File: src/hdl/serial_command_line_parser_unit_macros.svh
// Assertion macros of the command line parser, used by its back end.
`ifndef SERIAL_COMMAND_LINE_PARSER_UNIT_MACROS_SVH
`define SERIAL_COMMAND_LINE_PARSER_UNIT_MACROS_SVH

// Same-cycle implication, sampled on clk_i, off while rst_ni is low.
`define SCLP_ASSERT_IMPLY(lbl, ante, cons, msg) \
  lbl: assert property (@(posedge clk_i) disable iff (!rst_ni) (ante) |-> (cons)) \
    else $error(msg);

// Next-cycle implication, sampled on clk_i, off while rst_ni is low.
`define SCLP_ASSERT_NEXT(lbl, ante, cons, msg) \
  lbl: assert property (@(posedge clk_i) disable iff (!rst_ni) (ante) |=> (cons)) \
    else $error(msg);

`endif

File: src/hdl/sclp_pkg.sv
// Types and constants of the serial command line parser.
`timescale 1ns / 1ps
package sclp_pkg;

  typedef enum logic [2:0] {
    CMD_SCAN    = 3'd0,
    CMD_ADC     = 3'd1,
    CMD_LED     = 3'd2,
    CMD_UNKNOWN = 3'd3,
    CMD_BAD     = 3'd4
  } cmd_e;

  typedef enum logic [1:0] {
    KIND_CHAR = 2'd0,
    KIND_BS   = 2'd1,
    KIND_EOL  = 2'd2
  } kind_e;

  // One classified byte handed from the front to the back.
  typedef struct packed {
    kind_e      kind;
    logic [7:0] data;
  } req_t;

  // One parsed line; command sits in the low bits.
  typedef struct packed {
    logic               led_on;
    logic signed [31:0] led_index;
    cmd_e               command;
  } result_t;

  localparam int unsigned RESULT_W    = $bits(result_t);
  localparam int unsigned OUT_TDATA_W = ((RESULT_W + 7) / 8) * 8;
  localparam int unsigned QUEUE_DEPTH = 2;

  localparam logic [7:0] CH_BS    = 8'd8;
  localparam logic [7:0] CH_TAB   = 8'd9;
  localparam logic [7:0] CH_LF    = 8'd10;
  localparam logic [7:0] CH_VT    = 8'd11;
  localparam logic [7:0] CH_FF    = 8'd12;
  localparam logic [7:0] CH_CR    = 8'd13;
  localparam logic [7:0] CH_SPACE = 8'h20;
  localparam logic [7:0] CH_PLUS  = 8'h2B;
  localparam logic [7:0] CH_MINUS = 8'h2D;
  localparam logic [7:0] CH_ZERO  = 8'h30;
  localparam logic [7:0] CH_NINE  = 8'h39;
  localparam logic [7:0] CH_NUL   = 8'h00;

  // Keywords, right aligned, first character in the highest used byte.
  localparam logic [31:0] WORD_SCAN = 32'("SCAN");
  localparam logic [31:0] WORD_ADC  = 32'("ADC");
  localparam logic [31:0] WORD_LED  = 32'("LED");
  localparam logic [31:0] WORD_ON   = 32'("ON");
  localparam logic [31:0] WORD_OFF  = 32'("OFF");
  localparam logic [2:0]  LEN_SCAN  = 3'd4;
  localparam logic [2:0]  LEN_ADC   = 3'd3;
  localparam logic [2:0]  LEN_LED   = 3'd3;
  localparam logic [2:0]  LEN_ON    = 3'd2;
  localparam logic [2:0]  LEN_OFF   = 3'd3;
  localparam logic [2:0]  LED_TOKENS = 3'd3;

  localparam logic [31:0] MAG_LIMIT = 32'h8000_0000;
  localparam logic [31:0] POS_LIMIT = 32'h7FFF_FFFF;

endpackage

File: src/hdl/sclp_front.sv
// Front end: takes received bytes, classifies them and queues them for the back end.
`timescale 1ns / 1ps
module sclp_front (
  input  logic            clk_i,
  input  logic            rst_ni,
  input  logic            s_valid_i,
  input  logic [7:0]      s_data_i,
  output logic            s_ready_o,
  output logic            req_valid_o,
  output sclp_pkg::req_t  req_o,
  input  logic            req_ready_i
);

  localparam int unsigned PtrW  = (sclp_pkg::QUEUE_DEPTH > 1) ? $clog2(sclp_pkg::QUEUE_DEPTH) : 1;
  localparam int unsigned FillW = $clog2(sclp_pkg::QUEUE_DEPTH + 1);

  sclp_pkg::req_t   q_mem [sclp_pkg::QUEUE_DEPTH];
  logic [PtrW-1:0]  wr_ptr_q, wr_ptr_d;
  logic [PtrW-1:0]  rd_ptr_q, rd_ptr_d;
  logic [FillW-1:0] fill_q, fill_d;
  logic             push, pop;
  sclp_pkg::req_t   cls;

  always_comb begin
    cls.data = s_data_i;
    case (s_data_i)
      sclp_pkg::CH_BS: cls.kind = sclp_pkg::KIND_BS;
      sclp_pkg::CH_LF,
      sclp_pkg::CH_CR: cls.kind = sclp_pkg::KIND_EOL;
      default:         cls.kind = sclp_pkg::KIND_CHAR;
    endcase
  end

  assign s_ready_o   = (fill_q != FillW'(sclp_pkg::QUEUE_DEPTH));
  assign req_valid_o = (fill_q != '0);
  assign req_o       = q_mem[rd_ptr_q];
  assign push        = s_valid_i && s_ready_o;
  assign pop         = req_valid_o && req_ready_i;

  always_comb begin
    wr_ptr_d = wr_ptr_q;
    rd_ptr_d = rd_ptr_q;
    fill_d   = fill_q;
    if (push) begin
      wr_ptr_d = (wr_ptr_q == PtrW'(sclp_pkg::QUEUE_DEPTH - 1)) ? '0 : wr_ptr_q + 1'b1;
    end
    if (pop) begin
      rd_ptr_d = (rd_ptr_q == PtrW'(sclp_pkg::QUEUE_DEPTH - 1)) ? '0 : rd_ptr_q + 1'b1;
    end
    if (push && !pop) begin
      fill_d = fill_q + 1'b1;
    end else if (pop && !push) begin
      fill_d = fill_q - 1'b1;
    end
  end

  always_ff @(posedge clk_i or negedge rst_ni) begin
    if (!rst_ni) begin
      wr_ptr_q <= '0;
      rd_ptr_q <= '0;
      fill_q   <= '0;
    end else begin
      wr_ptr_q <= wr_ptr_d;
      rd_ptr_q <= rd_ptr_d;
      fill_q   <= fill_d;
    end
  end

  always_ff @(posedge clk_i) begin
    if (push) begin
      q_mem[wr_ptr_q] <= cls;
    end
  end

endmodule

File: src/hdl/sclp_back.sv
// Back end: line store, end-of-line token scanner and result register.
`timescale 1ns / 1ps
`include "serial_command_line_parser_unit_macros.svh"
module sclp_back #(
  parameter int unsigned LINE_LENGTH = 20
) (
  input  logic              clk_i,
  input  logic              rst_ni,
  input  logic              req_valid_i,
  input  sclp_pkg::req_t    req_i,
  output logic              req_ready_o,
  output logic              m_valid_o,
  input  logic              m_ready_i,
  output sclp_pkg::result_t m_result_o
);

  localparam int unsigned CntW  = $clog2(LINE_LENGTH + 1);
  localparam int unsigned AddrW = $clog2(LINE_LENGTH);

  typedef enum logic [1:0] {
    ST_IDLE,
    ST_SCAN,
    ST_FIN
  } state_e;

  typedef enum logic [1:0] {
    NP_LEAD,
    NP_SIGN,
    NP_DIGIT,
    NP_STOP
  } num_phase_e;

  function automatic logic word_char_ok(input logic [31:0] word, input logic [2:0] wlen,
                                        input logic [2:0] pos, input logic [7:0] c);
    logic [1:0] sel;
    begin
      sel = 2'(wlen - 3'd1 - pos);
      return (pos < wlen) && (c == word[sel*8 +: 8]);
    end
  endfunction

  logic [7:0]        line_mem [LINE_LENGTH];
  logic [7:0]        rdata_q;

  state_e            state_q, state_d;
  logic [CntW-1:0]   cnt_q, cnt_d;
  logic [CntW-1:0]   rd_ptr_q, rd_ptr_d;
  logic              rd_vld_q, rd_vld_d;
  logic              issue, mem_we, load;

  // tokenizer state
  logic              in_tok_q, in_tok_d, tk_in_tok;
  logic [2:0]        ntok_q, ntok_d, tk_ntok;
  logic [2:0]        pos_q, pos_d, tk_pos;
  logic              m_scan_q, m_scan_d, tk_m_scan;
  logic              m_adc_q, m_adc_d, tk_m_adc;
  logic              m_led_q, m_led_d, tk_m_led;
  logic              m_on_q, m_on_d, tk_m_on;
  logic              m_off_q, m_off_d, tk_m_off;
  logic [2:0]        len0_q, len0_d, tk_len0;
  logic [2:0]        len2_q, len2_d, tk_len2;
  num_phase_e        ph_q, ph_d, tk_ph;
  logic              neg_q, neg_d, tk_neg;
  logic [31:0]       mag_q, mag_d, tk_mag;

  logic              out_vld_q, out_vld_d;
  sclp_pkg::result_t res_q, res_d, res_fin;

  // per-character scanner step on the byte just read
  logic        start;
  logic [1:0]  tid;
  logic [2:0]  pos, pos_nx;
  num_phase_e  ph_c;
  logic [31:0] mag_c;
  logic        neg_c;
  logic        is_digit, is_ws;
  logic [35:0] acc;
  logic [31:0] acc_sat;

  always_comb begin
    start    = !in_tok_q;
    tid      = start ? ((ntok_q >= 3'd3) ? 2'd3 : ntok_q[1:0]) : 2'(ntok_q - 3'd1);
    pos      = start ? 3'd0 : pos_q;
    pos_nx   = (pos == 3'd7) ? 3'd7 : pos + 3'd1;
    ph_c     = start ? NP_LEAD : ph_q;
    mag_c    = start ? 32'd0 : mag_q;
    neg_c    = start ? 1'b0 : neg_q;
    is_digit = (rdata_q >= sclp_pkg::CH_ZERO) && (rdata_q <= sclp_pkg::CH_NINE);
    is_ws    = (rdata_q == sclp_pkg::CH_TAB) || (rdata_q == sclp_pkg::CH_VT) ||
               (rdata_q == sclp_pkg::CH_FF);
    // mag * 10 + digit, clamped at 2^31
    acc      = ({4'd0, mag_c} << 3) + ({4'd0, mag_c} << 1) + {32'd0, rdata_q[3:0]};
    acc_sat  = (acc > {4'd0, sclp_pkg::MAG_LIMIT}) ? sclp_pkg::MAG_LIMIT : acc[31:0];

    tk_in_tok = in_tok_q;
    tk_ntok   = ntok_q;
    tk_pos    = pos_q;
    tk_m_scan = m_scan_q;
    tk_m_adc  = m_adc_q;
    tk_m_led  = m_led_q;
    tk_m_on   = m_on_q;
    tk_m_off  = m_off_q;
    tk_len0   = len0_q;
    tk_len2   = len2_q;
    tk_ph     = ph_q;
    tk_neg    = neg_q;
    tk_mag    = mag_q;

    if (rdata_q == sclp_pkg::CH_SPACE) begin
      tk_in_tok = 1'b0;
    end else begin
      tk_in_tok = 1'b1;
      tk_pos    = pos_nx;
      if (start) begin
        tk_ntok = (ntok_q == 3'd4) ? 3'd4 : ntok_q + 3'd1;
      end
      case (tid)
        2'd0: begin
          tk_m_scan = (start | m_scan_q) &
                      word_char_ok(sclp_pkg::WORD_SCAN, sclp_pkg::LEN_SCAN, pos, rdata_q);
          tk_m_adc  = (start | m_adc_q) &
                      word_char_ok(sclp_pkg::WORD_ADC, sclp_pkg::LEN_ADC, pos, rdata_q);
          tk_m_led  = (start | m_led_q) &
                      word_char_ok(sclp_pkg::WORD_LED, sclp_pkg::LEN_LED, pos, rdata_q);
          tk_len0   = pos_nx;
        end
        2'd1: begin
          tk_ph  = ph_c;
          tk_mag = mag_c;
          tk_neg = neg_c;
          case (ph_c)
            NP_LEAD: begin
              if (is_ws) begin
                tk_ph = NP_LEAD;
              end else if ((rdata_q == sclp_pkg::CH_PLUS) ||
                           (rdata_q == sclp_pkg::CH_MINUS)) begin
                tk_neg = (rdata_q == sclp_pkg::CH_MINUS);
                tk_ph  = NP_SIGN;
              end else if (is_digit) begin
                tk_mag = acc_sat;
                tk_ph  = NP_DIGIT;
              end else begin
                tk_ph = NP_STOP;
              end
            end
            NP_SIGN, NP_DIGIT: begin
              if (is_digit) begin
                tk_mag = acc_sat;
                tk_ph  = NP_DIGIT;
              end else begin
                tk_ph = NP_STOP;
              end
            end
            default: tk_ph = NP_STOP;
          endcase
        end
        2'd2: begin
          tk_m_on  = (start | m_on_q) &
                     word_char_ok(sclp_pkg::WORD_ON, sclp_pkg::LEN_ON, pos, rdata_q);
          tk_m_off = (start | m_off_q) &
                     word_char_ok(sclp_pkg::WORD_OFF, sclp_pkg::LEN_OFF, pos, rdata_q);
          tk_len2  = pos_nx;
        end
        default: ;
      endcase
    end
  end

  // classification of the finished line
  always_comb begin
    res_fin.command   = sclp_pkg::CMD_UNKNOWN;
    res_fin.led_index = '0;
    res_fin.led_on    = 1'b0;
    if (ntok_q == 3'd0) begin
      res_fin.command = sclp_pkg::CMD_UNKNOWN;
    end else if (m_scan_q && (len0_q == sclp_pkg::LEN_SCAN)) begin
      res_fin.command = sclp_pkg::CMD_SCAN;
    end else if (m_adc_q && (len0_q == sclp_pkg::LEN_ADC)) begin
      res_fin.command = sclp_pkg::CMD_ADC;
    end else if (m_led_q && (len0_q == sclp_pkg::LEN_LED)) begin
      res_fin.command = sclp_pkg::CMD_BAD;
      if ((ntok_q == sclp_pkg::LED_TOKENS) &&
          ((m_on_q && (len2_q == sclp_pkg::LEN_ON)) ||
           (m_off_q && (len2_q == sclp_pkg::LEN_OFF)))) begin
        res_fin.command   = sclp_pkg::CMD_LED;
        res_fin.led_on    = m_on_q && (len2_q == sclp_pkg::LEN_ON);
        res_fin.led_index = neg_q ? (32'd0 - mag_q) :
                            ((mag_q > sclp_pkg::POS_LIMIT) ? sclp_pkg::POS_LIMIT : mag_q);
      end
    end
  end

  always_comb begin
    state_d  = state_q;
    cnt_d    = cnt_q;
    rd_ptr_d = rd_ptr_q;
    rd_vld_d = rd_vld_q;
    in_tok_d = in_tok_q;
    ntok_d   = ntok_q;
    pos_d    = pos_q;
    m_scan_d = m_scan_q;
    m_adc_d  = m_adc_q;
    m_led_d  = m_led_q;
    m_on_d   = m_on_q;
    m_off_d  = m_off_q;
    len0_d   = len0_q;
    len2_d   = len2_q;
    ph_d     = ph_q;
    neg_d    = neg_q;
    mag_d    = mag_q;
    req_ready_o = 1'b0;
    issue    = 1'b0;
    mem_we   = 1'b0;
    load     = 1'b0;

    case (state_q)
      ST_IDLE: begin
        req_ready_o = 1'b1;
        if (req_valid_i) begin
          case (req_i.kind)
            sclp_pkg::KIND_BS: begin
              if (cnt_q != '0) begin
                cnt_d = cnt_q - 1'b1;
              end
            end
            sclp_pkg::KIND_EOL: begin
              if (cnt_q >= CntW'(LINE_LENGTH)) begin
                cnt_d = '0;
              end else begin
                state_d  = ST_SCAN;
                rd_ptr_d = '0;
                rd_vld_d = 1'b0;
                in_tok_d = 1'b0;
                ntok_d   = 3'd0;
              end
            end
            default: begin
              if (cnt_q >= CntW'(LINE_LENGTH)) begin
                cnt_d = '0;
              end else begin
                mem_we = 1'b1;
                cnt_d  = cnt_q + 1'b1;
              end
            end
          endcase
        end
      end
      ST_SCAN: begin
        issue    = (rd_ptr_q < cnt_q);
        rd_vld_d = issue;
        if (issue) begin
          rd_ptr_d = rd_ptr_q + 1'b1;
        end
        if (rd_vld_q) begin
          if (rdata_q == sclp_pkg::CH_NUL) begin
            // a stored zero ends the line
            state_d  = ST_FIN;
            rd_vld_d = 1'b0;
          end else begin
            in_tok_d = tk_in_tok;
            ntok_d   = tk_ntok;
            pos_d    = tk_pos;
            m_scan_d = tk_m_scan;
            m_adc_d  = tk_m_adc;
            m_led_d  = tk_m_led;
            m_on_d   = tk_m_on;
            m_off_d  = tk_m_off;
            len0_d   = tk_len0;
            len2_d   = tk_len2;
            ph_d     = tk_ph;
            neg_d    = tk_neg;
            mag_d    = tk_mag;
          end
        end else if (!issue) begin
          state_d = ST_FIN;
        end
      end
      ST_FIN: begin
        if (!out_vld_q || m_ready_i) begin
          load    = 1'b1;
          cnt_d   = '0;
          state_d = ST_IDLE;
        end
      end
      default: state_d = ST_IDLE;
    endcase

    out_vld_d = load ? 1'b1 : (m_ready_i ? 1'b0 : out_vld_q);
    res_d     = load ? res_fin : res_q;
  end

  always_ff @(posedge clk_i or negedge rst_ni) begin
    if (!rst_ni) begin
      state_q   <= ST_IDLE;
      cnt_q     <= '0;
      rd_ptr_q  <= '0;
      rd_vld_q  <= 1'b0;
      in_tok_q  <= 1'b0;
      ntok_q    <= 3'd0;
      out_vld_q <= 1'b0;
    end else begin
      state_q   <= state_d;
      cnt_q     <= cnt_d;
      rd_ptr_q  <= rd_ptr_d;
      rd_vld_q  <= rd_vld_d;
      in_tok_q  <= in_tok_d;
      ntok_q    <= ntok_d;
      out_vld_q <= out_vld_d;
    end
  end

  always_ff @(posedge clk_i) begin
    pos_q    <= pos_d;
    m_scan_q <= m_scan_d;
    m_adc_q  <= m_adc_d;
    m_led_q  <= m_led_d;
    m_on_q   <= m_on_d;
    m_off_q  <= m_off_d;
    len0_q   <= len0_d;
    len2_q   <= len2_d;
    ph_q     <= ph_d;
    neg_q    <= neg_d;
    mag_q    <= mag_d;
    res_q    <= res_d;
  end

  // line store; slots at or above the fill count are never read
  always_ff @(posedge clk_i) begin
    if (mem_we) begin
      line_mem[cnt_q[AddrW-1:0]] <= req_i.data;
    end
  end

  always_ff @(posedge clk_i) begin
    if (issue) begin
      rdata_q <= line_mem[rd_ptr_q[AddrW-1:0]];
    end
  end

  assign m_valid_o  = out_vld_q;
  assign m_result_o = res_q;

  `SCLP_ASSERT_IMPLY(a_cnt_bound, 1'b1, cnt_q <= CntW'(LINE_LENGTH), "line count past store size")
  `SCLP_ASSERT_IMPLY(a_ptr_bound, state_q == ST_SCAN, rd_ptr_q <= cnt_q, "scan pointer past line end")
  `SCLP_ASSERT_IMPLY(a_pop_idle, req_valid_i && req_ready_o, state_q == ST_IDLE, "request taken while busy")
  `SCLP_ASSERT_NEXT(a_load_clears, load, (cnt_q == '0) && out_vld_q, "line not cleared after result")

endmodule

File: src/hdl/serial_command_line_parser_unit.sv
// Top level of the serial command line parser: front end, request queue and back end.
//
//  channel  dir  handshake                     payload
//  s_axis   in   s_axis_tvalid/s_axis_tready   tdata[7:0] rx_byte
//  m_axis   out  m_axis_tvalid/m_axis_tready   tdata command, led_index, led_on
//
// A plain byte or backspace is taken by the back end while idle; the front queue holds two requests.
// On an end of line the scanner reads one stored character per cycle from the line store's
// single read port, then classifies and loads the result.
// Reset empties the line (fill count only, no clearing pass) and drops any pending result.
// A result stalled at m_axis holds the back end in its final step; bytes still queue in front.
`timescale 1ns / 1ps
module serial_command_line_parser_unit #(
  parameter int unsigned LINE_LENGTH = 20
) (
  input  logic                                clk_i,
  input  logic                                rst_ni,
  input  logic                                s_axis_tvalid,
  output logic                                s_axis_tready,
  input  logic [7:0]                          s_axis_tdata,  // [7:0] rx_byte
  output logic                                m_axis_tvalid,
  input  logic                                m_axis_tready,
  // [2:0] command, [34:3] led_index, [35] led_on, [39:36] zero
  output logic [sclp_pkg::OUT_TDATA_W-1:0]    m_axis_tdata
);

  logic              req_valid;
  logic              req_ready;
  sclp_pkg::req_t    req;
  sclp_pkg::result_t result;

  sclp_front u_front (
    .clk_i       (clk_i),
    .rst_ni      (rst_ni),
    .s_valid_i   (s_axis_tvalid),
    .s_data_i    (s_axis_tdata),
    .s_ready_o   (s_axis_tready),
    .req_valid_o (req_valid),
    .req_o       (req),
    .req_ready_i (req_ready)
  );

  sclp_back #(
    .LINE_LENGTH (LINE_LENGTH)
  ) u_back (
    .clk_i       (clk_i),
    .rst_ni      (rst_ni),
    .req_valid_i (req_valid),
    .req_i       (req),
    .req_ready_o (req_ready),
    .m_valid_o   (m_axis_tvalid),
    .m_ready_i   (m_axis_tready),
    .m_result_o  (result)
  );

  assign m_axis_tdata = sclp_pkg::OUT_TDATA_W'(result);

endmodule
File: config.mk
export PLATFORM = sky130hd
export DESIGN_NAME = serial_command_line_parser_unit
export DESIGN_NICKNAME = d
export VERILOG_FILES = /design/src/hdl/sclp_pkg.sv /design/src/hdl/sclp_front.sv /design/src/hdl/sclp_back.sv /design/src/hdl/serial_command_line_parser_unit.sv
export VERILOG_INCLUDE_DIRS = /design/src /design/src/hdl
export SDC_FILE = /design/constraint.sdc
export NUM_CORES = 1
export LEC_CHECK = 0
export BUFFER_PORTS_ARGS = -buffer_cell sky130_fd_sc_hd__buf_4
export CELL_PAD_IN_SITES_DETAIL_PLACEMENT = 0
export CELL_PAD_IN_SITES_GLOBAL_PLACEMENT = 1
export CORE_MARGIN = 2
export CORE_UTILIZATION = 31
export DETAILED_ROUTE_END_ITERATION = 7
export GPL_TIMING_DRIVEN = 1
export PLACE_DENSITY_LB_ADDON = 0.25
export REMOVE_ABC_BUFFERS = 1
export SLEW_MARGIN = 30
export SYNTH_ARGS = -nofsm -noshare
export SYNTH_HDL_FRONTEND = slang
export SYNTH_SLANG_ARGS = --single-unit
File: constraint.sdc
create_clock -name clk_i -period 5.5 [get_ports clk_i]
set_input_delay 0.55 -clock clk_i [delete_from_list [all_inputs] [get_ports clk_i]]
set_output_delay 0.55 -clock clk_i [all_outputs]
set_load 0.01 [all_outputs]
# Word-level counts from Yosys, hierarchy flattened
# Memory sizes are Yosys's and may differ from the RTL's. A register that Yosys moved wholly into a read port is not among the register bits.
# Index checks and enable logic that the tools add are counted.
[totals] ff_bits=107 latchBits=0 ramBits=180 mem_bits_ro=0 inputBits=12 out_inout_bits=42 elab_cells=249 n_memories=2
[mem_list] memory="u_back.line_mem" words=20 width=8 read_ports=1 rd_clocked_by_memory_dff=1 wr=1 line_no="sclp_back.sv:42" source="logic [7:0] line_mem [LINE_LENGTH];"
[mem_list] memory="u_front.q_mem" words=2 width=10 read_ports=1 rd_clocked_by_memory_dff=0 wr=1 line_no="sclp_front.sv:17" source="sclp_pkg::req_t q_mem [sclp_pkg::QUEUE_DEPTH];"
[op_classes] n_addsub=16 n_mul=0 n_div=0 magnitude_cmp=10 eq_ne=43 n_shift=5 n_mux=83 bitwise=14 n_reduce_logical=51
[op_table] operator="$mux W32" n=7
[op_table] operator="$shiftx A32 B6 Y8 const A" n=5
[op_table] operator="$pmux W32 S2" n=1
[op_table] operator="$eq A8 B4 Y1 const B" n=6
[op_table] operator="$mux W5" n=9
[op_table] operator="$eq A8 B8 Y1" n=5
[op_table] operator="$add A35 B33 Y36" n=1
[op_table] operator="$add A36 B4 Y36" n=1
[op_table] operator="$gt A36 B32 Y1 const B" n=1
[op_table] operator="$mux W2" n=17
[op_table] operator="$mux W3" n=11
[op_table] operator="$gt A32 B31 Y1 const B" n=1
[op_table] operator="$sub A1 B32 Y32 const A" n=1
[op_table] operator="$pmux W5 S2" n=3
[op_table] operator="$mux W1" n=29
[op_table] operator="$reduce_and A5 Y1" n=5
[op_table] operator="$eq A8 B6 Y1 const B" n=3
[op_table] operator="$logic_and A1 B1 Y1" n=16
[op_table] operator="$ne A2 B2 Y1 const B" n=7
[op_table] operator="$eq A3 B2 Y1 const B" n=4
[op_table] operator="$reduce_and A6 Y1" n=2
[op_table] operator="$add A5 B1 Y5 const B" n=2
[op_table] operator="$reduce_bool A2 Y1" n=5
[op_table] operator="$eq A3 B3 Y1 const B" n=3
[op_table] operator="37 further kinds" n=77

# Longest topological paths before layout
# Gate-level depths: netlist of the first run.
[depth] depth_word=9 ltp_mapped=16 mapped_depth_nobuf=14

# Cells and area by module
# Synthesis of the first run repeated with hierarchy kept, for this count alone.
[hier_totals] hier_cells=1210 hier_area_um2=15667.5
[modules_own_cells] mod="sclp_back" instances=1 cells_per_inst=1149 area_per_inst_um2=14659.1 seq_area_each_um2=8047.7
[modules_own_cells] mod="sclp_front" instances=1 cells_per_inst=56 area_per_inst_um2=974.7 seq_area_each_um2=700.7
[modules_own_cells] mod="serial_command_line_parser_unit" instances=1 cells_per_inst=5 area_per_inst_um2=33.8 seq_area_each_um2=0.0

# Least setup slack after synthesis of the first run
# Ideal clock, no wire load.
[synth_path] path_type="register to register" from="register u_back.in_tok_q" to="register u_back.mag_q[0], data pin" setup_time_ns=0.152 arrival_time_ns=3.986 path_slack_ns=1.362 stages_incl_launch_ff=17 period_less_slack_ns=4.138 path_cell_list="dfrtp_1 clkbuf_1 clkbuf_1 clkbuf_1 and2_1 ha_1 ha_1 buf_2 nand4_1 or2_2 or3_1 nand3_1 a31oi_1 o31a_1 or4_1 clkbuf_1 o21ai_0"
[synth_via] elab_chain_len=9 word_cells_on_any_way=14 cone_classes="2 x add/sub; 1 x order compare; 2 x eq/ne; 7 x mux; 2 x reduce/logical"
[synth_lines] element="from (decl)" line_no="sclp_back.sv:52" source="logic in_tok_q, in_tok_d, tk_in_tok;"
[synth_lines] element="from (signal assigned)" line_no="sclp_back.sv:306" source="in_tok_q <= in_tok_d;"
[synth_lines] element="$mux W32" line_no="sclp_back.sv:86" source="mag_c = start ? 32'd0 : mag_q;"
[synth_lines] element="$add A35 B33 Y36" line_no="sclp_back.sv:92" source="acc = ({4'd0, mag_c} << 3) + ({4'd0, mag_c} << 1) + {32'd0, rdata_q[3:0]};"
[synth_lines] element="$add A36 B4 Y36" line_no="sclp_back.sv:92"
[synth_lines] element="$gt A36 B32 Y1" line_no="sclp_back.sv:93" source="acc_sat = (acc > {4'd0, sclp_pkg::MAG_LIMIT}) ? sclp_pkg::MAG_LIMIT : acc[31:0];"
[synth_lines] element="$mux W32" line_no="sclp_back.sv:93"
[synth_lines] element="$mux W32" line_no="sclp_back.sv:139, sclp_back.sv:147"
[synth_lines] element="$mux W32" line_no="sclp_back.sv:135" source="end else if ((rdata_q == sclp_pkg::CH_PLUS) ||"
[synth_lines] element="$mux W32" line_no="sclp_back.sv:133" source="if (is_ws) begin"
[synth_lines] element="$pmux W32 S2 *" line_no="sclp_back.sv:131" source="case (ph_c)"
[synth_lines] element="to (signal assigned)" line_no="sclp_back.sv:323" source="mag_q <= mag_d;"
[synth_lines] element="to (decl)" line_no="sclp_back.sv:64" source="logic [31:0] mag_q, mag_d, tk_mag;"
# Mark *: on every way between the ends. The rest lies on a longest branch, timed or not.
# A chain may end at the register's enable or synchronous reset.

# Final worst setup path of the first run
[layout_path] from="register u_back.in_tok_q" to="register u_back.mag_q[26], data pin"
# Same word-level chain as after synthesis.

==> results.yml, run 1 <==
worst_setup_path:
  crit_arrival_ps: 5000
  setup.worst_path.start_class: "flop"
  critPathMaxFanout: 46
  worst_setup_path_end_kind: "flop"
  setup.worst_path.class: "flop to flop"
  worst_ep_required_time_ps: 5870
grt:
  grt_pass1_vias: 10433
  grt_antenna_before_repair: 0
  grt_overflow: 0
  wire_length_of_the_first_global_routing_pass_um: 60100
  groute.usage.overall_pct: 14.6
  grt_max_degree: 47
die:
  die-area_mm2: 0.0524
  die-height_um: 229
  start_util_pct: 31.3
  rows: 82
  floorplan.core_area_mm2: 0.0501
  io-pin-count: 54
  die_width_um: 229
clocking:
  cts.htree.levels: 2
  cts_buffer_depth: 3
  tritoncts_clock_tree: "built"
  clkSinkCount: 295
  library_cell_used_as_clock_root_buffer: "clkbuf_16"
  cts-buffers-inserted: 35
  clock_insertion_delay_worst_skew_ps: 550
  number_of_buffers_inserted_to_repair_setup_after_cts: 0
  clock_edge_transition_at_the_registers_on_the_reported_setup_and_hold_paths_ps: 60
routing:
  drt_first_iter_violations: 615
  drt_wl_total_um: 37800
  dr.pass1.iters: 4
  remaining_drc_errors: 0
  route.vias.total: 9979
  via_per_inst: 5.09
  routedWlPerCell_um: 19.3
  postRouteAntennaNets: 0
yosys:
  synth_top_cell_by_area: "edfxtp_1"
  yosysTopAreaCellShare_pct: 52.3
  ys_async_sr_fraction_pct: 7.46
  sequential_to_total_area_share_from_yosys_stat_pct: 55.8
  syn_inst: 1232
  ys_dominant_reg_cell: "edfxtp_1"
  synth-edff-count: 273
  synth.area.top_cells: "edfxtp_1, mux4_2, ha_1, dfrtp_1, nand2_1"
  synth-seq-cells: 295
  synth_warnings: 0
  yosysUniqueCellTypes: 82
  post_synth_instance_area_mm2: 0.0157
  postSynthAreaPerCell_um2: 12.7
placed_design:
  placement_cell_area_mm2: 0.0167
  dp_hpwl_um: 27000
  pre_cts_slack_ps: 831
  numPortBuffers: 49
  place_congestion: 0.781
pwr:
  power.share.combinational_pct: 33.3
  power.switching_fraction_pct: 34.7
  switchingPower_mw: 2.90
  pwr_density_cell_mw_per_mm2: 470
  leakage_nw: 6.18
  max-vdd-ir-drop_mv: 0.301
  internal_power_mw: 5.47
  p_clk_share_pct: 27.8
  sequentialPowerShare_pct: 38.9
final_layout:
  commonest_cells_after_routing_fill_and_taps_aside: "edfxtp_1, nand2_1, ha_1"
  fin_area_mm2: 0.0178
  final_common_cell: "edfxtp_1"
  final_net_count: 1363
  area.growth.synth_to_final_pct: 13.6
  final_util_pct: 35.6
  drive_above_1_share_pct: 15.9
sta:
  worst-slew-pin-transition_ps: 966
  setup_viol: 0
  setup_clock_skew_after_layout_ps: 25.2
  maxSlewViolCount: 0
  final_min_period_over_clock_period_pct: 84.2
  rsz_0062_raised_after_global_routing: "no"
  timing.final.ws_setup_ps: 869
  fin_crit_ps: 4630
  max_freq_ghz: 0.216
  timing.slew.headroom_pct: 35.3
  timing.final.hold_violations: 0
  totalNegativeSetupSlack_ps: 0
run_status:
  outcome: "complete, no violations"
hold_path:
  worstHoldPathType: "primary input to flop"
run:
  drv.max_cap_violation_count: 0
cell type report:
type                    count  area [um^2]
diodes                      1         2.50
clock buffers              44          910
clock inverters            17          221
fillers                  4958        32200
inverters                  39          146
multi-input cells         834         6490
flip-flops and latches    295         8750
well taps                 672          841
repair buffers             58          458
state kept, by name (all words and copies together), names as in the netlist, 2 cells and up:
signal	count
u_back.pos_q	3
u_back.ph_q	2
u_back.mag_q	32
u_front.q_mem	20
u_back.state_q	2
u_back.ntok_q	3
u_back.cnt_q	5
u_back.line_mem	160
u_back.len2_q	3
u_back.rdata_q	8
u_front.fill_q	2
u_back.len0_q	3
u_back.m_result_o	36
u_back.rd_ptr_q	5
power groups by stage:
| stage | Sequential, mW | Combinational, mW | Clock (mW) |
|---|---|---|---|
| final | 3.26 | 2.78 | 2.33 |
| after global routing | 3.30 | 3.12 | 2.49 |
| after CTS | 3.26 | 2.82 | 2.40 |
| after detailed placement | 3.30 | 2.81 | 0 |
| after global placement | 3.30 | 2.79 | 0 |
| after floorplan | 3.30 | 1.89 | 0 |
cells in the mapped netlist (5+ instances only):
library cell  number
and2_1            34
or4_1              5
o41a_1             5
a211oi_1          33
nand4b_1           5
xnor2_1           26
nor2_1            83
nor3_1            32
o31a_1             5
nand2b_1          12
nor4_1            10
a31oi_1            5
edfxtp_1         273
o31ai_1           10
and3_1             5
or2_2              7
o21a_1            16
clkbuf_1          45
nor2b_1           12
o22ai_1            5
mux4_2            49
buf_1              7
xor2_1            21
o21ai_0           68
buf_4              5
nand4_1           21
a311oi_1           6
a21o_1            15
nand2_1           96
nand3_1           21
a21oi_1           44
ha_1              87
dfrtp_1           22
mux2_2            22
inv_1             36
cells by family (layout without fill, tap and decap cells):
kind of cell             after synthesis  after routing  share of synthesized area (%)
buffers and inverters                106            158                           3.04
adder cells (fa/ha/maj)               88             88                           7.07
XOR/XNOR                              47             47                           2.63
multiplexers                          75             75                           8.87
AND/OR/NAND/NOR                      367            367                           11.8
other                                  1              5                         0.0239
AO/OA/AOI/OAI                        253            253                           10.8
flip-flops                           295            295                           55.8
routing by layer:
| metal | share of wire [%] | global-route usage (%) | up-vias |
|---|---|---|---|
| li1 | - | - | 4797 |
| met1 | 47 | 19.8 | 4966 |
| met2 | 48 | 24.4 | 166 |
| met3 | 3.3 | 2.11 | 50 |
| met4 | 2.1 | 3.98 | 0 |
| met5 | 0 | 0 | - |
repair_timing:
action	4_1_cts	5_1_grt
hold buffers	1	0
gates resized for setup	0	0
endpoints found under the hold margin	22	0
stage by stage:
| stage | std cells | hold slack (ps) | power (mW) |
|---|---|---|---|
| finish | 1960 | 208 | 8.37 |
| global placement | 1896 | 472 | 6.09 |
| detailed placement | 1897 | 475 | 6.11 |
| global route | 1959 | 188 | 8.90 |
| CTS | 1959 | 180 | 8.47 |
| floorplan | 1168 | 254 | 5.20 |
final timing paths:
path | cells after the start | start | slack [ps] | endpoint
setup / recovery | 12 | u_back.in_tok_q$_DFFE_PN0P_ | 870 | u_back.mag_q[26]$_DFFE_PP_
setup reg to reg | 12 | u_back.in_tok_q$_DFFE_PN0P_ | 870 | u_back.mag_q[26]$_DFFE_PP_
hold / removal | 1 | s_axis_tdata[4] | 210 | u_front.q_mem[0][4]$_DFFE_PP_
hold reg to reg | 1 | u_front.wr_ptr_q$_DFFE_PN0P_ | 500 | u_front.wr_ptr_q$_DFFE_PN0P_
min in group asynchronous | 2 | rst_ni | 460 | u_front.wr_ptr_q$_DFFE_PN0P_
max in group asynchronous | 2 | rst_ni | 4760 | u_back.rd_ptr_q[0]$_DFFE_PN0P_
critical path: stages, from the launching register on:
cell and delay, ps:
dfrtp_1 340, buf_4 380, and2_1 240, ha_1 240, ha_1 440, nand4_1 240, or2_2 340, or3_1 330
nand3_1 160, a31oi_1 110, o31a_1 330, or4_2 970, o21ai_0 290
Power figures use the tool's default switching activity.
==> run 2, diff against run 1 <==
Clock period 5.5 ns to 4.3 ns, I/O delays scaled along.
==> results.yml, run 2 (synthesized netlist as in run 1, its figures left out) <==
run_status:
  outcome: "complete, no violations"
sta:
  setup_viol: 0
  final_min_period_over_clock_period_pct: 94.0
  maxSlewViolCount: 0
  setup_clock_skew_after_layout_ps: 27.7
  timing.slew.headroom_pct: 42.0
  worst-slew-pin-transition_ps: 866
  max_freq_ghz: 0.247
  fin_crit_ps: 4040
  timing.final.hold_violations: 0
  timing.final.ws_setup_ps: 260
worst_setup_path:
  critical_path.max_stage_delay_ps: 640
  reg2regPathDepth: 14
  crit_path_top_delay_cell: "a2111oi_0"
  critPathMaxFanout: 4
  worst-path-stages: 14
  worst_setup_path_end_kind: "flop"
  timing.critical_path.cells: "inv_1, nor2_1, ha_1, ha_1, inv_1, fa_1, nor2b_1, o2111ai_2, a2111oi_0, nor3_1, o21bai_1, a21boi_0, xor2_1, o21ai_0"
  crit_family: "compound AO/OA/AOI/OAI gates"
  setup.worst_path.start_class: "flop"
  worst_ep_required_time_ps: 4580
  setup.worst_path.class: "flop to flop"
  crit_arrival_ps: 4320
  bufs_and_invs_on_worst_path: 2
final_layout:
  final.fill_count: 4944
  commonest_cells_after_routing_fill_and_taps_aside: "edfxtp_1, buf_4, nand2_1"
  final_net_count: 1413
  fin_area_mm2: 0.0183
  drive_above_1_share_pct: 19.3
  area.growth.synth_to_final_pct: 16.6
  final_common_cell: "edfxtp_1"
  largest_reg_flops: 160
clocking:
  clkSinkCount: 295
  clock_edge_transition_at_the_registers_on_the_reported_setup_and_hold_paths_ps: 60
  library_cell_used_as_clock_root_buffer: "clkbuf_16"
  clock_insertion_delay_worst_skew_ps: 560
  cts.htree.levels: 2
  tritoncts_clock_tree: "built"
  cts_buffer_depth: 3
  cts-buffers-inserted: 36
routing:
  drt_first_iter_violations: 674
  postRouteAntennaNets: 0
  via_per_inst: 5.04
  dr.pass1.iters: 5
  drt_wl_total_um: 38100
  routedWlPerCell_um: 18.9
  route.vias.total: 10144
  remaining_drc_errors: 0
die:
  floorplan.core_area_mm2: 0.0501
  die-area_mm2: 0.0524
  die-height_um: 229
  die_width_um: 229
  rows: 82
  start_util_pct: 31.3
  io-pin-count: 54
placed_design:
  numPortBuffers: 49
  pre_cts_slack_ps: 223
  placement_cell_area_mm2: 0.0170
  place_congestion: 0.800
  dp_hpwl_um: 27900
run:
  drv.max_cap_violation_count: 0
grt:
  grt_pass1_vias: 10225
  groute.usage.overall_pct: 14.7
  wire_length_of_the_first_global_routing_pass_um: 59900
  grt_antenna_before_repair: 1
  grt_max_degree: 40
  grt_overflow: 0
pwr:
  pwr_density_cell_mw_per_mm2: 598
  total_power_mw: 10.9
  leakage_nw: 6.48
  max-vdd-ir-drop_mv: 0.396
hold_path:
  hold-path-cell-count: 1
  worstHoldPathType: "primary input to flop"
-- run 2: cell types whose count changed in the layout (fill, tap and decap cells not counted), moves of 2 or more --
cell	previous run	this run
clkbuf_8	0	2
nor2_2	3	1
nor2_1	79	81
a21oi_1	44	42
a21oi_2	0	2
clkbuf_16	35	37
buf_4	56	104
-- run 2: through the flow --
step,util (%),setup TNS (ps),hold slack [ps],std cells
2_1_floorplan,-,-3150,134,1168
6_report,36.5,0,70.8,2013
3_3_place_gp,34.0,0,364,1945
5_1_grt,36.5,-420,41.5,2012
4_1_cts,36.5,0,37.1,2012
3_5_place_dp,34.0,0,366,1946
-- run 2: layout make-up --
cell class	instances	area, um^2	area share, %
antenna	1	2.50	0.0137
inverter	39	146	0.800
sequential	295	8750	47.9
clock inverter	17	215	1.18
timing repair buffer	107	838	4.58
clock buffer	48	987	5.40
multi-input combinational	834	6510	35.6
tap	672	841	4.60
-- run 2: path summary, 6_finish.rpt --
kind                                                    start                             end  slack (ps)
worst min register to register  u_front.fill_q[1]$_DFFE_PN0P_   u_front.fill_q[1]$_DFFE_PN0P_         490
min in group asynchronous                              rst_ni    u_front.wr_ptr_q$_DFFE_PN0P_         320
max in group asynchronous                              rst_ni  u_back.rd_ptr_q[0]$_DFFE_PN0P_        3650
worst max register to register      u_back.mag_q[1]$_DFFE_PP_      u_back.mag_q[26]$_DFFE_PP_         260
worst min-delay path                          s_axis_tdata[3]   u_front.q_mem[0][3]$_DFFE_PP_          70
worst max-delay path                u_back.mag_q[1]$_DFFE_PP_      u_back.mag_q[26]$_DFFE_PP_         260
-- run 2: metal layers --
metal,share of wire (%),wire (um),vias to the layer above,global-route usage [%]
met1,48,18300,5045,20.4
met3,3.7,1430,39,2.61
met4,1.5,578,0,3.84
li1,-,-,4907,-
met5,0,0,-,0
met2,47,17800,153,23.6
-- run 2: worst reg2reg max path: cells and delay by family (launching register included) --
family,cells,cell delay (ps)
compound gates,5,1470
fa+ha+maj,3,830
simple gates,3,540
flops,1,430
xor+xnor,1,320
buf+inv,2,200
-- run 2: what timing repair did --
item                                   CTS  global route
hold buffers                             1             0
gates resized for setup                  0             4
endpoints found under the hold margin   22             0
setup endpoints to repair                0            22
setup buffers                            0             0
-- run 2: power breakdown --
| part | switching, mW | total (mW) | internal [mW] |
|---|---|---|---|
| Clock | 1.19 | 3.06 | 1.87 |
| Sequential | 0.315 | 4.12 | 3.81 |
| Combinational | 2.23 | 3.75 | 1.52 |
| Total | 3.73 | 10.9 | 7.20 |
==> run 3, diff against run 2 <==
Settings changed: PLACE_DENSITY_LB_ADDON 0.25 to 0.1.
==> results.yml, run 3 (synthesized netlist as in run 1, its figures left out) <==
clocking:
  clock_insertion_delay_worst_skew_ps: 540
  clock_edge_transition_at_the_registers_on_the_reported_setup_and_hold_paths_ps: 60
  cts_buffer_depth: 3
  library_cell_used_as_clock_root_buffer: "clkbuf_16"
  clkSinkCount: 295
  number_of_buffers_inserted_to_repair_setup_after_cts: 0
  tritoncts_clock_tree: "built"
  cts-buffers-inserted: 36
  cts.htree.levels: 2
grt:
  groute.usage.overall_pct: 16.3
  wire_length_of_the_first_global_routing_pass_um: 65600
  grt_antenna_before_repair: 0
  grt_overflow: 0
  grt_pass1_vias: 10427
  grt_max_degree: 40
worst_setup_path:
  crit_path_top_delay_cell: "or4_1"
  crit_family: "simple AND/OR/NAND/NOR gates"
  r2r-end: "u_back.mag_q[9]$_DFFE_PP_"
  worst-r2r-setup-slack_ps: 250
  timing.critical_path.cells: "buf_12, and2_2, ha_1, ha_1, nand4_1, or2_2, or3_1, nand3_1, a31oi_1, o31a_1, or4_1, buf_4, o21ai_0"
  bufs_and_invs_on_worst_path: 2
  critical_path.most_common_cell: "ha_1"
  worst_ep_required_time_ps: 4680
  crit-reg2reg-launch: "u_back.in_tok_q$_DFFE_PN0P_"
  setup.worst_path.start_class: "flop"
  reg2regPathDepth: 13
  worst_setup_path_end_kind: "flop"
  setup.worst_path.class: "flop to flop"
  critical_path.max_stage_delay_ps: 490
  worst-path-stages: 13
  critPathMaxFanout: 32
  crit_arrival_ps: 4430
final_layout:
  final_common_cell: "edfxtp_1"
  commonest_cells_after_routing_fill_and_taps_aside: "edfxtp_1, buf_4, nand2_1"
  final_net_count: 1421
  num_antenna_cells: 0
  final.fill_count: 4952
  largest_reg_flops: 160
  drive_above_1_share_pct: 19.9
  area.growth.synth_to_final_pct: 16.8
placed_design:
  place_congestion: 0.813
  pre_cts_slack_ps: 72.5
  numPortBuffers: 49
  dp_hpwl_um: 30700
sta:
  setup_viol: 0
  timing.slew.headroom_pct: 37.8
  timing.final.ws_setup_ps: 252
  setup_clock_skew_after_layout_ps: 12.8
  timing.final.hold_violations: 0
  maxSlewViolCount: 0
  worst_hold_slack_ps: 87.5
  worst-slew-pin-transition_ps: 920
  fin_crit_ps: 4050
  max_freq_ghz: 0.247
  final_min_period_over_clock_period_pct: 94.1
  rsz_0062_raised_after_global_routing: "no"
pwr:
  switchingPower_mw: 3.90
  total_power_mw: 11.1
  max-vdd-ir-drop_mv: 0.337
  pwr_density_cell_mw_per_mm2: 604
  power.share.combinational_pct: 35.4
  p_clk_share_pct: 27.0
  internal_power_mw: 7.16
  leakage_nw: 6.50
  power.switching_fraction_pct: 35.3
  sequentialPowerShare_pct: 37.6
hold_path:
  holdCritStartpoint: "s_axis_tdata[6]"
  worstHoldPathType: "primary input to flop"
  hold_end: "u_front.q_mem[0][6]$_DFFE_PP_"
  hold-path-cell-count: 1
routing:
  dr.pass1.iters: 6
  route.vias.total: 10291
  postRouteAntennaNets: 0
  routedWlPerCell_um: 20.9
  drt_first_iter_violations: 774
  via_per_inst: 5.09
  drt_wl_total_um: 42200
  remaining_drc_errors: 0
run_status:
  outcome: "complete, no violations"
die:
  start_util_pct: 31.3
  io-pin-count: 54
  rows: 82
  die-height_um: 229
  die_width_um: 229
  die-area_mm2: 0.0524
  floorplan.core_area_mm2: 0.0501
run:
  drv.max_cap_violation_count: 0
[run 3: area by class of cell]
type | instances | area (um^2) | share of cell area (%)
repair buffers | 115 | 911 | 4.97
multi-input cells | 834 | 6510 | 35.5
well taps | 672 | 841 | 4.59
clock inverters | 17 | 183 | 0.997
flip-flops and latches | 295 | 8750 | 47.8
inverters | 39 | 146 | 0.799
clock buffers | 48 | 976 | 5.33
[run 3: routing by layer]
metal | part of all wire (%) | vias up | wire, um | track usage (%)
li1 | - | 4938 | - | -
met1 | 52 | 5102 | 21800 | 25.0
met2 | 43 | 201 | 18200 | 24.0
met3 | 3.7 | 50 | 1550 | 2.42
met4 | 1.7 | 0 | 716 | 4.08
met5 | 0 | - | 0 | 0
[run 3: power groups by stage]
stage	sequential, mW	clock [mW]	combinational, mW
2_1_floorplan	4.22	0	2.42
3_3_place_gp	4.23	0	3.95
3_5_place_dp	4.23	0	3.95
4_1_cts	4.18	3.08	3.96
5_1_grt	4.23	3.19	4.37
6_report	4.16	2.98	3.92
[run 3: worst max-delay path by stage]
stage / start / end
after CTS: u_back.in_tok_q$_DFFE_PN0P_ / u_back.mag_q[25]$_DFFE_PP_
after floorplan: u_back.in_tok_q$_DFFE_PN0P_ / u_back.mag_q[0]$_DFFE_PP_
after global placement: u_back.in_tok_q$_DFFE_PN0P_ / u_back.mag_q[26]$_DFFE_PP_
after detailed placement: u_back.in_tok_q$_DFFE_PN0P_ / u_back.mag_q[25]$_DFFE_PP_
after global routing: u_back.in_tok_q$_DFFE_PN0P_ / u_back.mag_q[15]$_DFFE_PP_
final: u_back.in_tok_q$_DFFE_PN0P_ / u_back.mag_q[9]$_DFFE_PP_
[run 3: through the flow]
stage | cell area (um^2) | util (%) | std cells | TNS [ps]
floorplan | 15400 | - | 1168 | -3150
global placement | 17100 | 34.1 | 1953 | 0
detailed placement | 17100 | 34.2 | 1954 | 0
CTS | 18300 | 36.5 | 2020 | 0
global route | 18300 | 36.6 | 2020 | 0
finish | 18300 | 36.6 | 2020 | 0
[run 3: timing repair]
item	CTS	global route
resized for setup	0	5
endpoints found under the hold margin	22	0
endpoints found under the setup margin	0	31
hold buffers	1	0
[run 3: worst register-to-register path: stages, from the launching register on]
cell	delay [ps]
dfrtp_1	430
buf_12	190
and2_2	240
ha_1	310
ha_1	410
nand4_1	160
or2_2	320
or3_1	330
nand3_1	140
a31oi_1	110
o31a_1	330
or4_1	490
buf_4	250
o21ai_0	210
